===== config.mk =====
export PLATFORM = sky130hd
export DESIGN_NAME = rqr_seq
export DESIGN_NICKNAME = d
export VERILOG_FILES = /design/src/rtl/rqr_pkg.sv /design/src/rtl/rqr_seq.sv
export SDC_FILE = /design/constraint.sdc
export NUM_CORES = 1
export LEC_CHECK = 0
export ABC_CLOCK_PERIOD_IN_PS = 4110
export BUFFER_PORTS_ARGS = -buffer_cell sky130_fd_sc_hd__buf_2
export CAP_MARGIN = 20
export CORE_AREA = 2 2 122 124
export DETAILED_ROUTE_END_ITERATION = 12
export DIE_AREA = 0 0 124 126
export PLACE_DENSITY = 0.89
export SYNTH_ARGS = -nofsm -noshare
export SYNTH_HDL_FRONTEND = slang
export SYNTH_SLANG_ARGS = --single-unit

===== constraint.sdc =====
create_clock -name clk -period 4.11 [get_ports clk]
set_input_delay 0 -clock clk [delete_from_list [all_inputs] [get_ports clk]]
set_output_delay 0 -clock clk [all_outputs]
set_load 0.05 [all_outputs]

===== src/rtl/rqr_pkg.sv =====
// Shared types and constants for the request queue with removal.
package rqr_pkg;

	typedef enum logic [2:0] {
		ACT_ENQ   = 3'd0,
		ACT_DEQ   = 3'd1,
		ACT_RMPOS = 3'd2,
		ACT_RMKEY = 3'd3,
		ACT_PEEK  = 3'd4
	} action_t;

	typedef enum logic [1:0] {
		ST_IDLE,
		ST_LOAD,
		ST_SEARCH,
		ST_SHIFT
	} state_t;

	typedef struct packed {
		logic [15:0] desc;
		logic [31:0] sec;
		logic [19:0] usec;
	} entry_t;

	typedef struct packed {
		logic        ok;
		logic [15:0] desc;
		logic [31:0] sec;
		logic [19:0] usec;
	} result_t;

	localparam logic [6:0] CAP_RESET = 7'd64;

endpackage


===== src/rtl/rqr_seq.sv =====
// Sequencer: walks the storage one entry per cycle to search, read and compact.
module rqr_seq #(
	parameter int DEPTH = 64,
	parameter int AW    = 6,
	parameter int CW    = 7
) (
	input  logic             clk,
	input  logic             arst_n,
	input  logic             start,
	input  logic [2:0]       action,
	input  logic [15:0]      descriptor,
	input  logic [31:0]      arrival_sec,
	input  logic [19:0]      arrival_usec,
	input  logic [5:0]       position,
	input  logic [6:0]       capacity,
	input  rqr_pkg::entry_t  rd_data,
	output logic             mem_we,
	output logic [AW-1:0]    mem_waddr,
	output rqr_pkg::entry_t  mem_wdata,
	output logic [AW-1:0]    mem_raddr,
	output logic             busy,
	output logic             done,
	output rqr_pkg::result_t result,
	output logic [CW-1:0]    count
);

	localparam int NW = CW + 1;
	localparam int PW = (NW > 7) ? NW : 7;

	rqr_pkg::state_t  state_q, state_d;
	rqr_pkg::action_t act_q, act_d;
	rqr_pkg::result_t res_q, res_d;
	logic [AW-1:0]    idx_q, idx_d;
	logic [CW-1:0]    count_q, count_d;
	logic [15:0]      key_q, key_d;
	logic             done_q, done_d;
	logic [NW-1:0]    cnt_n, nxt1, nxt2;
	logic             full, pos_ok, take;

	assign cnt_n  = NW'(count_q);
	assign nxt1   = NW'(idx_q) + NW'(1);
	assign nxt2   = NW'(idx_q) + NW'(2);
	assign full   = (PW'(count_q) >= PW'(capacity)) || (count_q >= CW'(DEPTH));
	assign pos_ok = PW'(position) < PW'(count_q);

	always_ff @(posedge clk or negedge arst_n) begin
		if (!arst_n) begin
			state_q <= rqr_pkg::ST_IDLE;
			count_q <= '0;
			done_q  <= 1'b0;
		end else begin
			state_q <= state_d;
			count_q <= count_d;
			done_q  <= done_d;
		end
	end

	always_ff @(posedge clk) begin
		act_q <= act_d;
		res_q <= res_d;
		idx_q <= idx_d;
		key_q <= key_d;
	end

	always_comb begin
		state_d   = state_q;
		act_d     = act_q;
		res_d     = res_q;
		idx_d     = idx_q;
		count_d   = count_q;
		key_d     = key_q;
		done_d    = 1'b0;
		mem_we    = 1'b0;
		mem_waddr = idx_q;
		mem_wdata = rd_data;
		mem_raddr = idx_q;
		take      = 1'b0;
		case (state_q)
			rqr_pkg::ST_IDLE: begin
				if (start) begin
					act_d = rqr_pkg::action_t'(action);
					key_d = descriptor;
					res_d = '0;
					idx_d = '0;
					case (rqr_pkg::action_t'(action))
						rqr_pkg::ACT_ENQ: begin
							if (!full) begin
								mem_we    = 1'b1;
								mem_waddr = count_q[AW-1:0];
								mem_wdata = '{desc: descriptor, sec: arrival_sec,
									usec: arrival_usec};
								count_d   = count_q + CW'(1);
								res_d.ok  = 1'b1;
							end
							done_d = 1'b1;
						end
						rqr_pkg::ACT_DEQ, rqr_pkg::ACT_PEEK: begin
							if (count_q != '0) begin
								mem_raddr = '0;
								state_d   = rqr_pkg::ST_LOAD;
							end else begin
								done_d = 1'b1;
							end
						end
						rqr_pkg::ACT_RMPOS: begin
							if (pos_ok) begin
								mem_raddr = AW'(position);
								idx_d     = AW'(position);
								state_d   = rqr_pkg::ST_LOAD;
							end else begin
								done_d = 1'b1;
							end
						end
						rqr_pkg::ACT_RMKEY: begin
							if (count_q != '0) begin
								mem_raddr = '0;
								state_d   = rqr_pkg::ST_SEARCH;
							end else begin
								done_d = 1'b1;
							end
						end
						default: begin
							done_d = 1'b1;
						end
					endcase
				end
			end
			rqr_pkg::ST_LOAD: begin
				take = 1'b1;
			end
			rqr_pkg::ST_SEARCH: begin
				if (rd_data.desc == key_q) begin
					take = 1'b1;
				end else if (nxt1 < cnt_n) begin
					idx_d     = AW'(nxt1);
					mem_raddr = AW'(nxt1);
				end else begin
					state_d = rqr_pkg::ST_IDLE;
					done_d  = 1'b1;
				end
			end
			rqr_pkg::ST_SHIFT: begin
				mem_we    = 1'b1;
				mem_waddr = idx_q;
				mem_wdata = rd_data;
				idx_d     = AW'(nxt1);
				if (nxt2 < cnt_n) begin
					mem_raddr = AW'(nxt2);
				end else begin
					count_d = count_q - CW'(1);
					state_d = rqr_pkg::ST_IDLE;
					done_d  = 1'b1;
				end
			end
			default: begin
				state_d = rqr_pkg::ST_IDLE;
			end
		endcase
		if (take) begin
			res_d.ok   = 1'b1;
			res_d.sec  = rd_data.sec;
			res_d.usec = rd_data.usec;
			if (act_q != rqr_pkg::ACT_PEEK) begin
				res_d.desc = rd_data.desc;
				if (nxt1 < cnt_n) begin
					mem_raddr = AW'(nxt1);
					state_d   = rqr_pkg::ST_SHIFT;
				end else begin
					count_d = count_q - CW'(1);
					state_d = rqr_pkg::ST_IDLE;
					done_d  = 1'b1;
				end
			end else begin
				state_d = rqr_pkg::ST_IDLE;
				done_d  = 1'b1;
			end
		end
	end

	assign busy   = state_q != rqr_pkg::ST_IDLE;
	assign done   = done_q;
	assign result = res_q;
	assign count  = count_q;

`ifndef ASSERT_OFF
	a_count_bound: assert property (@(posedge clk) disable iff (!arst_n)
		count_q <= CW'(DEPTH))
		else $error("entry count above depth");
	a_busy_nonempty: assert property (@(posedge clk) disable iff (!arst_n)
		(state_q != rqr_pkg::ST_IDLE) |-> (count_q != '0))
		else $error("walking storage with no entries held");
	a_shift_range: assert property (@(posedge clk) disable iff (!arst_n)
		(state_q == rqr_pkg::ST_SHIFT) |-> (nxt1 < cnt_n))
		else $error("compaction beyond last entry");
	a_fail_clean: assert property (@(posedge clk) disable iff (!arst_n)
		(done_q && !res_q.ok) |-> (res_q.desc == '0 && res_q.sec == '0 && res_q.usec == '0))
		else $error("failed beat carries data");
	a_count_step: assert property (@(posedge clk) disable iff (!arst_n)
		(count_q != $past(count_q)) |-> done_q)
		else $error("count changed without a result");
`endif

endmodule


Word level (Yosys, flattened, before mapping)
Index checks and enable logic that the tools add are counted.
W data, S select, Z words.
Word-level totals
  bits in registers: 104
  input bits: 155
  output and inout port bits: 159
Cells by class
  $add $sub $neg: 4
  order comparisons: 5
  eq/ne operators: 18
  mux-type cells: 64
  reductions and logical operators: 15
Operators by type and width (count)
  $mux W68: 7
  $mux W6: 16
  $mux W7: 7
  $pmux W6 S3: 2
  $mux W2: 10
  $eq A16 B16 Y1: 1
  $mux W16: 1
  $ne A3 B3 Y1 const B: 5
  $lt A7 B7 Y1: 2
  $pmux W7 S2: 1
  $mux W1: 13
  $ne A4 B4 Y1 const B: 3
  $pmux W2 S3: 2
  $pmux W6 S2: 1
  $reduce_and A9 Y1: 1
  $add A6 B1 Y7 const B: 1
  $add A6 B2 Y7 const B: 1
  $add A7 B1 Y7 const B: 1
  $ge A7 B7 Y1: 1
  $ge A7 B7 Y1 const B: 1
  $lt A6 B7 Y1: 1
  $reduce_bool A7 Y1: 1
  $sub A7 B1 Y7 const B: 1
  $eq A3 B2 Y1 const B: 2
  17 further kinds: 24

Depth between registers and ports, before layout
Gate-level depths: netlist of run 1.
  depth in word-level cells: 9
  mapped depth: 12
  depth with buffers taken out: 11

Worst setup path after synthesis of run 1
No wires, ideal clock.
  path type: reg2out
  from: register count_q[2] (netlist: count[2])
  to: output port mem_raddr[0]
  arrival time: 4066 ps
  data required time: 4110 ps
  path slack: 44 ps
  stages on the path, launching flop included: 11
  path buffers: 1
  path through: dfrtp_1 > clkbuf_1 > inv_1 > ha_1 > a21o_1 > a31oi_1 > o21ai_1 > or2_2 > nor2_2 > a2111oi_0 > nor4_1
On the way
  longest elaborated chain between the ends: 8
  elaborated cells on any way between the ends: 15
Ends and longest elaborated chain
  start, declared: line rqr_seq.sv:34  | logic [CW-1:0] count_q, count_d;
  start signal, assigned: line rqr_seq.sv:53  | count_q <= count_d;
  $lt A6 B7 Y1 or $reduce_bool A7 Y1 (tied branches): line rqr_seq.sv:44, rqr_seq.sv:98, rqr_seq.sv:115
  $mux W6 (on tied branches): line rqr_seq.sv:106, rqr_seq.sv:98, rqr_seq.sv:115
  $pmux W6 S2: line rqr_seq.sv:85  | case (rqr_pkg::action_t'(action))
  $mux W6: line rqr_seq.sv:80  | if (start) begin
  $pmux W6 S3: line rqr_seq.sv:78  | case (state_q)
  $mux W6: line rqr_seq.sv:165  | if (nxt1 < cnt_n) begin
  $mux W6: line rqr_seq.sv:163  | if (act_q != rqr_pkg::ACT_PEEK) begin
  $mux W6 *: line rqr_seq.sv:159  | if (take) begin
  end, declared: line rqr_seq.sv:20  | output logic [AW-1:0] mem_raddr,
Mark *: on every way between the ends. The rest lies on a longest branch, timed or not.

Worst setup path in the final report of run 1
  from: register idx_q[2]
  to: output port mem_raddr[0]
On the way
  longest elaborated chain between the ends: 8
  elaborated cells on any way between the ends: 11
Ends and longest elaborated chain
  start, declared: line rqr_seq.sv:33  | logic [AW-1:0] idx_q, idx_d;
  start signal, assigned: line rqr_seq.sv:61  | idx_q <= idx_d;
  $add A6 B1 Y7: line rqr_seq.sv:41  | assign nxt1 = NW'(idx_q) + NW'(1);
  $lt A7 B7 Y1: line rqr_seq.sv:134, rqr_seq.sv:165
  $mux W6: line rqr_seq.sv:134  | end else if (nxt1 < cnt_n) begin
  $mux W6: line rqr_seq.sv:132  | if (rd_data.desc == key_q) begin
  $pmux W6 S3: line rqr_seq.sv:78
  $mux W6: line rqr_seq.sv:165
  $mux W6: line rqr_seq.sv:163
  $mux W6 *: line rqr_seq.sv:159
Marked as above.

==> summary.md, run 1 <==
| Metric | Value |
|---|---|
| Status | `completed` |
| Combinational share of power | `63.8%` |
| Root Buffer Master | `clkbuf_16` |
| Worst Setup EP | `mem_raddr[0]` |
| Top cell by count, worst path | `ha_1` |
| CTS tree | `done` |
| Vias in the first global route | `6954` |
| Crit path from | `idx_q[2]` |
| Simple-Gate Fraction of Synth Area | `16.88%` |
| R2r worst-path depth | `10` |
| Wirelength, routed | `25.59 mm` |
| Wire per inst | `between 20 and 25 um` |
| Lkg Pwr | `4.445 nW` |
| Mapped Cells | `638` |
| Pint | `3.550 mW` |
| Setup Fix Bufs, Post-CTS | `0` |
| Finished layout cell area | `0.009474 mm2` |
| DRC | `0` |
| Minimum clock period after layout | `3894 ps` |
| Num CTS Buffers | `9` |
| First drt pass iteration count | `5` |
| Fin Setup TNS | `0 ps` |
| Async SR Flop Fraction | `about a tenth` |
| Reg-to-reg startpoint | `idx_q[2]` |
| Synth unique cells | `61` |
| R2r endpoint | `state_q[1]` |
| Worst path bufs/invs | `1` |
| Number of routed nets with antenna violations | `0` |
| Fillers | `1079` |
| Die W | `roughly 120 um` |
| Critical path, cell by cell | `ha_1 > nand4_1 > xnor2_1 > ha_1 > nand2_1 > o21a_1 > o21ai_1 > or2_2 > nor2_2 > a2111oi_0 > nor4_1 > buf_2` |
| Slew @ Worst Pin | `678.0 ps` |
| Required time of the critical path | `~4000 ps` |
| Top FF cell, synth | `edfxtp_1` |
| CP delay by family, top | `simple AND/OR/NAND/NOR gates` |
| Flop pwr share | `25.4%` |
| Num ports | `around 310` |
| Placed inst area | `0.008267 mm2` |
| Seq. cell area | `between 0.002 and 0.003 mm2` |
| Die height | `126 um` |
| RSZ-0062 raised after global routing | `false` |
| Crit. End Element | `primary output` |
| Net Switching | `4.564 mW` |
| Clock sinks | `around 100` |
| 1st-iter DRT viols | `780` |
| Hpwl dp | `16.53 mm` |
| Fin crit share | `94.73%` |
| EDFF count, synth | `77` |
| Proportion of layout cells with a drive suffix above 1 | `41.46%` |
| Synth area leaders | `edfxtp_1 (35%), mux2_2 (12%), ha_1 (6.3%)` |
| Xor and xnor area share after synthesis | `4.009%` |
| Initial antenna violation count | `1` |
| Largest net degree at the start of global routing | `84` |
| Post-synthesis cell area | `0.006554 mm2` |
| Tot GR Track Use | `31.75%` |
| GRT overflow | `0` |
| Layout net count | `1208` |
| Slack of the critical path | `216.4 ps` |
| Startpoint Class | `flop` |
| Footprint of the multi-input gates | `between 0.003 and 0.004 mm2` |
| Pre-CTS setup slack | `around 640 ps` |
| Final setup vio count | `0` |
| CP max stage cell | `edfxtp_1` |
| Slew Viols, Final | `0` |
| Cell taking the most area after synthesis | `edfxtp_1` |
| WS Path Type | `reg -> out` |
| Vias | `6901` |
| Maxcap violations | `0` |
| Clock share of power | `10.8%` |
| Post-synthesis net count | `826` |
| Slew Limit Headroom | `54.80%` |
| Area share of the largest cell type after synthesis | `35.28%` |
| Levels on crit path | `12` |
| Core area | `about 0.014 mm2` |
| Initial Util | `45.79%` |
| Hold Path Cell Cnt | `2` |
| Count leader, synth | `edfxtp_1` |
| I/O Buffers | `~310` |
| # rows | `44` |
| Syn Area/Cell | `10.27 um2` |
| Combinational family with the most area after synthesis | `simple AND/OR/NAND/NOR gates` |
| Drt via density | `5.703` |
| Pwr/cell area | `856.4 mW/mm2` |
| Total Die Area | `0.01562 mm2` |
| Min-delay worst type | `in -> reg` |
| First-pass GRT wire length | `37.49 mm` |
| FF-to-FF setup slack | `740 ps` |
| H-Tree Depth | `3` |
| Sequential fraction of the synthesis area | `44.29%` |
| Max Freq | `0.2568 GHz` |
| Final GP Congestion | `0.9490` |
| Area Overhead vs Synth | `44.56%` |
| Mux contribution to synthesized area | `13.15%` |
| Commonest cells post-synth | `edfxtp_1 (77), mux2_2 (70), nand2_1 (70), and3_1 (54), ha_1 (33)` |
| Worst-skew pair later-pin latency | `350 ps` |
| Switching fraction of total power | `56.25%` |
| Complex-gate fraction of the synthesized area | `11.03%` |
| Clk slew on worst S/H paths | `70 ps` |
| #FFs+latches synth | `104` |
| Worst IR Drop VDD | `0.5641 mV` |
| CTS max path bufs | `2` |
| Post-Synth Adder-Cell Area | `approximately 6.3%` |
| Worst Skew | `6.552 ps` |
| Crit Path Max Fanout | `11` |
| Hold path start | `rd_data[2]` |
| Final Hold Viols | `0` |
| Synth warnings | `0` |
| Slowest stage delay, CP | `580 ps` |
| CP Data Arrival Time | `3890 ps` |
## placed cells by master (no fill, tap or decap), drive strengths merged, types with 5 or more instances in the layout
cell and count:
a21oi 16, inv 34, ha 33, dlygate4sd3 87
edfxtp 77, clkbuf 10, nor3 10, nand2 70
dfrtp 10, o21ai 39, buf 323, nand3 15
nor2 31, o22ai 5, nand2b 7, xnor2 27
mux2 73, and3 54, nand4 11, dfxtp 17
o211ai 5
## final cells by class
type / instances / share of cell area (%)
Antenna cell: 1 / 0.02641
Clock buffer: 10 / 2.522
Clock inverter: 6 / 0.6339
Inverter: 32 / 1.268
Multi-Input combinational cell: 463 / 35.75
Sequential cell: 104 / 30.64
Tap cell: 184 / 2.430
Timing Repair Buffer: 410 / 26.73
## state kept, by name (all words and copies together), names as in the netlist
signal / count
result: 69
key_q: 16
count: 7
idx_q: 6
act_q: 3
state_q: 2
done: 1
## power groups by stage
| stage | clock network, mW | logic [mW] | registers [mW] |
|---|---|---|---|
| floorplan | 0 | 2.52 | 3.24 |
| global placement | 0 | 4.94 | 2.03 |
| detailed placement | 0 | 4.98 | 2.05 |
| CTS | 0.886 | 5.07 | 2.03 |
| global route | 0.926 | 5.49 | 2.11 |
| finish | 0.873 | 5.18 | 2.06 |
## worst min-delay path by stage
stage                     end
detailed placement   count[2]
floorplan            count[0]
global route        result[2]
CTS                 result[2]
finish              result[2]
global placement     count[4]
## metal layers
| layer | GRT usage, % | share of wire (%) | vias to the layer above | routed length, um |
|---|---|---|---|---|
| met4 | 13.75 | 3.3 | 2 | 851 |
| met2 | 51.49 | 48 | 439 | 12170 |
| li1 | - | - | 3121 | - |
| met3 | 12.36 | 12 | 72 | 3059 |
| met1 | 36.92 | 37 | 3267 | 9485 |
| met5 | 2.632 | 0.12 | - | 30 |
## what timing repair did
action | 4_1_cts | 5_1_grt
resized for setup | 0 | 1
hold buffers | 87 | 0
endpoints found under the hold margin | 96 | 0
setup endpoints to repair | 0 | 1
## logic make-up (layout without fill, tap and decap cells)
family                   after synthesis  count (layout)
flip-flops                           104             104
other                                  0               1
AO/OA/AOI/OAI                        108             108
AND/OR/NAND/NOR                      215             215
multiplexers                          77              77
XOR/XNOR                              30              30
adder cells (fa/ha/maj)               33              33
buffers and inverters                 71             458
## stage by stage
| step | utilization, % | hold WS, ps | std cells | total power [mW] |
|---|---|---|---|---|
| 6_report | 66.19 | 15.42 | 1210 | 8.114 |
| 5_1_grt | 66.19 | 8.467 | 1210 | 8.529 |
| 4_1_cts | 65.93 | 5.524 | 1208 | 7.984 |
| 3_5_place_dp | 57.75 | -109.6 | 1105 | 7.035 |
| 3_3_place_gp | 57.75 | -111.9 | 1105 | 6.970 |
| 2_1_floorplan | - | -295.6 | 638 | 5.762 |
(Power assumes the default switching activity.)
==> run 2, diff against run 1 <==
- CORE_AREA: 2 2 122 124 -> unset
- CORE_MARGIN: unset -> 5
- CORE_UTILIZATION: unset -> 47
- DIE_AREA: 0 0 124 126 -> unset
- PLACE_DENSITY: 0.89 -> 0.91
==> summary.md, run 2 (synthesis results as in run 1) <==
| Metric | Value |
|---|---|
| CP Data Arrival Time | `between 3000 and 4000 ps` |
| Commonest non-fill, non-tap cell in the layout | `buf_2` |
| WS Path Type | `reg -> out` |
| Largest net degree at the start of global routing | `84` |
| Initial antenna violation count | `0` |
| FF-to-FF setup slack | `810 ps` |
| WHS Endpoint | `result[39]` |
| First drt pass iteration count | `5` |
| R2r endpoint | `count[5]` |
| Worst IR Drop VDD | `0.4387 mV` |
| Hold Path Cell Cnt | `2` |
| Num ports | `314` |
| Metal2 WL | `12.23 mm` |
| Reg-to-reg startpoint | `idx_q[1]` |
| Highest routed layer | `met4` |
| GRT overflow | `0` |
| Wirelength, routed | `25.66 mm` |
| Clk slew on worst S/H paths | `around 70 ps` |
| Fin crit share | `~93%` |
| Worst-skew pair later-pin latency | `340 ps` |
| # rows | `43` |
| Maxcap violations | `0` |
| Total Die Area | `0.01641 mm2` |
| Fillers | `1021` |
| Setup Fix Bufs, Post-CTS | `0` |
| R2r worst-path depth | `11` |
| Drt via density | `5.772` |
| Initial Util | `47.58%` |
| Max Freq | `0.2620 GHz` |
| H-Tree Depth | `3` |
| RSZ-0062 raised after global routing | `false` |
| Min-delay worst type | `in -> reg` |
| Fin util | `68.36%` |
| Max FFs per register | `69` |
| I/O Buffers | `313` |
| Hpwl dp | `16.91 mm` |
| Final Hold Viols | `0` |
| First-pass GRT wire length | `37.93 mm` |
| Pwr/cell area | `863.7 mW/mm2` |
| Startpoint Class | `flop` |
| Die W | `128.1 um` |
| 1st-iter DRT viols | `756` |
| Commonest non-fill, non-tap cells in the layout | `buf_2 (313), dlygate4sd3_1 (80), edfxtp_1 (77)` |
| DRC | `0` |
| Area Overhead vs Synth | `43.66%` |
| Vias in the first global route | `6911` |
| Met1 Routed Length | `roughly 9.8 mm` |
| Vias | `6915` |
| Required time of the critical path | `4110 ps` |
| Slew Viols, Final | `0` |
| Clock sinks | `104` |
| Wire per inst | `21.42 um` |
| CTS max path bufs | `2` |
| Crit Path Max Fanout | `8` |
| Die height | `128.1 um` |
| CTS tree | `done` |
| Lkg Pwr | `roughly 4.4 nW` |
| Num CTS Buffers | `9` |
| Crit. End Element | `primary output` |
| Worst Skew | `8.314 ps` |
| Met3 Wirelength | `2.552 mm` |
| CTS resizes | `0` |
| Hold slack | `9.311 ps` |
| Minimum clock period after layout | `between 3000 and 4000 ps` |
| Status | `completed` |
| Root Buffer Master | `clkbuf_16` |
| Hold-fix buffers, CTS | `80` |
| Final GP Congestion | `0.9643` |
| Hold path start | `rd_data[39]` |
| Fin Setup TNS | `0 ps` |
| Number of routed nets with antenna violations | `0` |
| Layout net count | `1200` |
| Proportion of layout cells with a drive suffix above 1 | `41.59%` |
| Slew Limit Headroom | `48.05%` |
| Final setup vio count | `0` |
| Slew @ Worst Pin | `779.3 ps` |
| Core area | `about 0.014 mm2` |
| Tot GR Track Use | `29.58%` |
run 2: cell types whose count changed in the layout (fill, tap and decap cells not counted):
cell | before | now
buf_8 | 0 | 1
clkinv_4 | 1 | 0
inv_8 | 1 | 2
xnor2_1 | 26 | 27
buf_12 | 0 | 2
buf_4 | 9 | 6
clkbuf_16 | 9 | 10
dlygate4sd3_1 | 87 | 80
inv_6 | 2 | 1
buf_16 | 1 | 0
xnor2_2 | 1 | 0
run 2: power by group:
part / switching (mW) / internal, mW / leakage (nW)
clock: 0.410 / 0.481 / 0.158
combinational: 3.82 / 1.36 / 3.23
sequential: 0.301 / 1.76 / 1.03
run 2: per-stage QoR:
| step | total power [mW] | cells | worst slack [ps] | area (um2) |
|---|---|---|---|---|
| 3_3_place_gp | 6.960 | 1099 | 758.3 | 8259 |
| 6_report | 8.132 | 1198 | 293.6 | 9415 |
| 5_1_grt | 8.541 | 1197 | 25.60 | 9413 |
| 3_5_place_dp | 7.038 | 1099 | 701.4 | 8259 |
| 4_1_cts | 7.998 | 1195 | 321.7 | 9378 |
| 2_1_floorplan | 5.762 | 638 | 44.04 | 6554 |
run 2: metal layers:
metal | vias to the layer above | track usage [%]
met1 | 3254 | 36.81
met3 | 90 | 7.708
li1 | 3095 | -
met2 | 476 | 48.71
met4 | 0 | 12.55
met5 | - | 0
run 2: layout make-up:
cell class              count  area [um2]  area share, %
multi-input cells         463        3379          35.89
flip-flops and latches    104        2903          30.83
repair buffers            402        2467          26.21
clock buffers              11       264.0          2.804
well taps                 180       225.2          2.392
inverters                  32       120.1          1.276
clock inverters             5       53.80         0.5714
diodes                      1       2.502        0.02658
run 2: worst max path at each step:
stage / from / end / slack (ps) / cells after the start
floorplan: count[2] / mem_raddr[0] / 40 / 10
global placement: idx_q[1] / mem_raddr[0] / 760 / 12
detailed placement: idx_q[1] / mem_raddr[0] / 700 / 12
CTS: idx_q[1] / mem_raddr[0] / 320 / 12
global route: idx_q[1] / mem_raddr[0] / 30 / 12
finish: idx_q[1] / mem_raddr[0] / 290 / 12
run 2: worst max-delay path, cell delays in order, from the launching register on:
cell       delay, ps
edfxtp_1         490
ha_1             290
nand3_1          170
xnor2_1          360
ha_1             320
a21oi_1          130
o21a_1           140
o21ai_1          200
or2_2            380
nor2_2           270
a2111oi_0        120
nor4_1           300
buf_2            310
==> run 3, diff against run 2 <==
- BUFFER_PORTS_ARGS: -buffer_cell sky130_fd_sc_hd__buf_2 -> -buffer_cell sky130_fd_sc_hd__buf_4
==> summary.md, run 3 (synthesis results as in run 1) <==
| Metric | Value |
|---|---|
| Slew @ Worst Pin | `748.6 ps` |
| Lkg Pwr | `approximately 4.7 nW` |
| Fin crit share | `between 80 and 90%` |
| Slew Limit Headroom | `50.09%` |
| Slew Viols, Final | `0` |
| Initial Util | `a little under half` |
| Max FFs per register | `just under 70` |
| Layout net count | `1206` |
| Worst Skew | `6.214 ps` |
| Worst path bufs/invs | `1` |
| # rows | `43` |
| Proportion of layout cells with a drive suffix above 1 | `41.25%` |
| Wire per inst | `between 20 and 25 um` |
| Area Overhead vs Synth | `56.38%` |
| GRT overflow | `0` |
| Worst-skew pair later-pin latency | `350 ps` |
| Commonest non-fill, non-tap cells in the layout | `buf_4 (319), dlygate4sd3_1 (86), edfxtp_1 (77)` |
| Wirelength, routed | `26.98 mm` |
| First drt pass iteration count | `6` |
| Vias in the first global route | `6944` |
| CTS resizes | `0` |
| I/O Buffers | `313` |
| Minimum clock period after layout | `3685 ps` |
| WS Path Type | `reg -> out` |
| Initial antenna violation count | `1` |
| First-pass GRT wire length | `39.48 mm` |
| CP max stage cell | `edfxtp_1` |
| H-Tree Depth | `3` |
| Min-delay worst type | `in -> async` |
| Num ports | `314` |
| Worst IR Drop VDD | `~0.57 mV` |
| Largest net degree at the start of global routing | `84` |
| Hpwl dp | `17.76 mm` |
| Final Hold Viols | `0` |
| Crit Path Max Fanout | `11` |
| Vias | `6975` |
| Clk slew on worst S/H paths | `70 ps` |
| Final setup vio count | `0` |
| CTS max path bufs | `2` |
| Maxcap violations | `0` |
| DRC | `0` |
| Pwr/cell area | `833.1 mW/mm2` |
| Crit. End Element | `primary output` |
| RSZ-0062 raised after global routing | `false` |
| Required time of the critical path | `between 4000 and 5000 ps` |
| Status | `completed` |
| Slowest stage delay, CP | `570 ps` |
| CTS tree | `done` |
| Num CTS Buffers | `9` |
| Startpoint Class | `flop` |
| Tot GR Track Use | `31.19%` |
| Clock sinks | `104` |
| Number of routed nets with antenna violations | `0` |
| Top cell by count, worst path | `ha_1` |
| Max Freq | `0.2714 GHz` |
| CP delay by family, top | `simple AND/OR/NAND/NOR gates` |
| Die height | `approximately 130 um` |
| Total Die Area | `0.01641 mm2` |
| Root Buffer Master | `clkbuf_16` |
| 1st-iter DRT viols | `694` |
| Fin Setup TNS | `0 ps` |
| Critical path, cell by cell | `ha_1 > nand4_1 > xnor2_1 > ha_1 > nand2_1 > o21a_1 > o21ai_1 > or2_2 > nor2_2 > a2111oi_0 > nor4_1 > buf_4` |
| Fin util | `74.41%` |
| CP Data Arrival Time | `3680 ps` |
| Drt via density | `5.793` |
| Commonest non-fill, non-tap cell in the layout | `buf_4` |
| Final GP Congestion | `between 0.9 and 1` |
| Core area | `0.01377 mm2` |
| Die W | `128.1 um` |
==> run 3: metal layers <==
layer | vias up | part of all wire, % | track usage, %
met3 | 74 | 11 | 8.875
met4 | 0 | 3.4 | 13.30
met2 | 507 | 49 | 51.94
met5 | - | 0 | 0
met1 | 3291 | 36 | 37.77
li1 | 3103 | - | -
==> run 3: final cells by class <==
cell class | instances | area (um2)
timing repair buffer | 408 | 3318
inverter | 32 | 120.1
sequential | 104 | 2903
clock buffer | 12 | 261.5
tap | 180 | 225.2
fill | 864 | 3525
multi-input combinational | 463 | 3379
antenna | 1 | 2.502
clock inverter | 4 | 38.79
==> run 3: timing repair <==
| item | in CTS | in global routing |
|---|---|---|
| setup buffers | 0 | 0 |
| endpoints found under the hold margin | 95 | 0 |
| hold buffers | 86 | 0 |
==> run 3: worst register-to-register path, stage by stage, from the launching register on <==
cell and delay, ps:
edfxtp_1 570, ha_1 360, nand4_1 200, xnor2_1 250
ha_1 280, nand2_1 70, o21a_1 130, o21a_1 260
nor2_1 110, a2bb2oi_1 570, nor2_1 110, a311o_1 340
==> run 3: path summary, 6_finish.rpt <==
check | startpoint | slack (ps) | cells after the start | to
worst max register to register | idx_q[2] | 750 | 11 | count[5]
worst min-delay path | arst_n | 20 | 2 | count[2]
max in group asynchronous | arst_n | 3930 | 2 | count[4]
worst min register to register | result[64] | 460 | 2 | result[64]
min in group clk | rd_data[13] | 20 | 2 | result[13]
worst max-delay path | idx_q[2] | 430 | 12 | mem_raddr[0]
==> run 3: where the power goes <==
part	internal, mW	leakage, nW	switching (mW)
logic	1.70	3.51	3.89
clock network	0.462	0.148	0.399
registers	1.76	1.03	0.323
==> run 3: metrics by stage <==
step	hold WS (ps)	cells	area, um2	total power, mW	setup slack [ps]
after global placement	-148.0	1099	9042	7.332	852.8
after CTS	7.390	1201	10200	8.355	468.2
after detailed placement	-148.2	1099	9042	7.428	843.7
final	15.86	1204	10250	8.538	425.0
after global routing	4.528	1204	10250	8.917	158.3
after floorplan	-295.6	638	6554	5.762	44.04
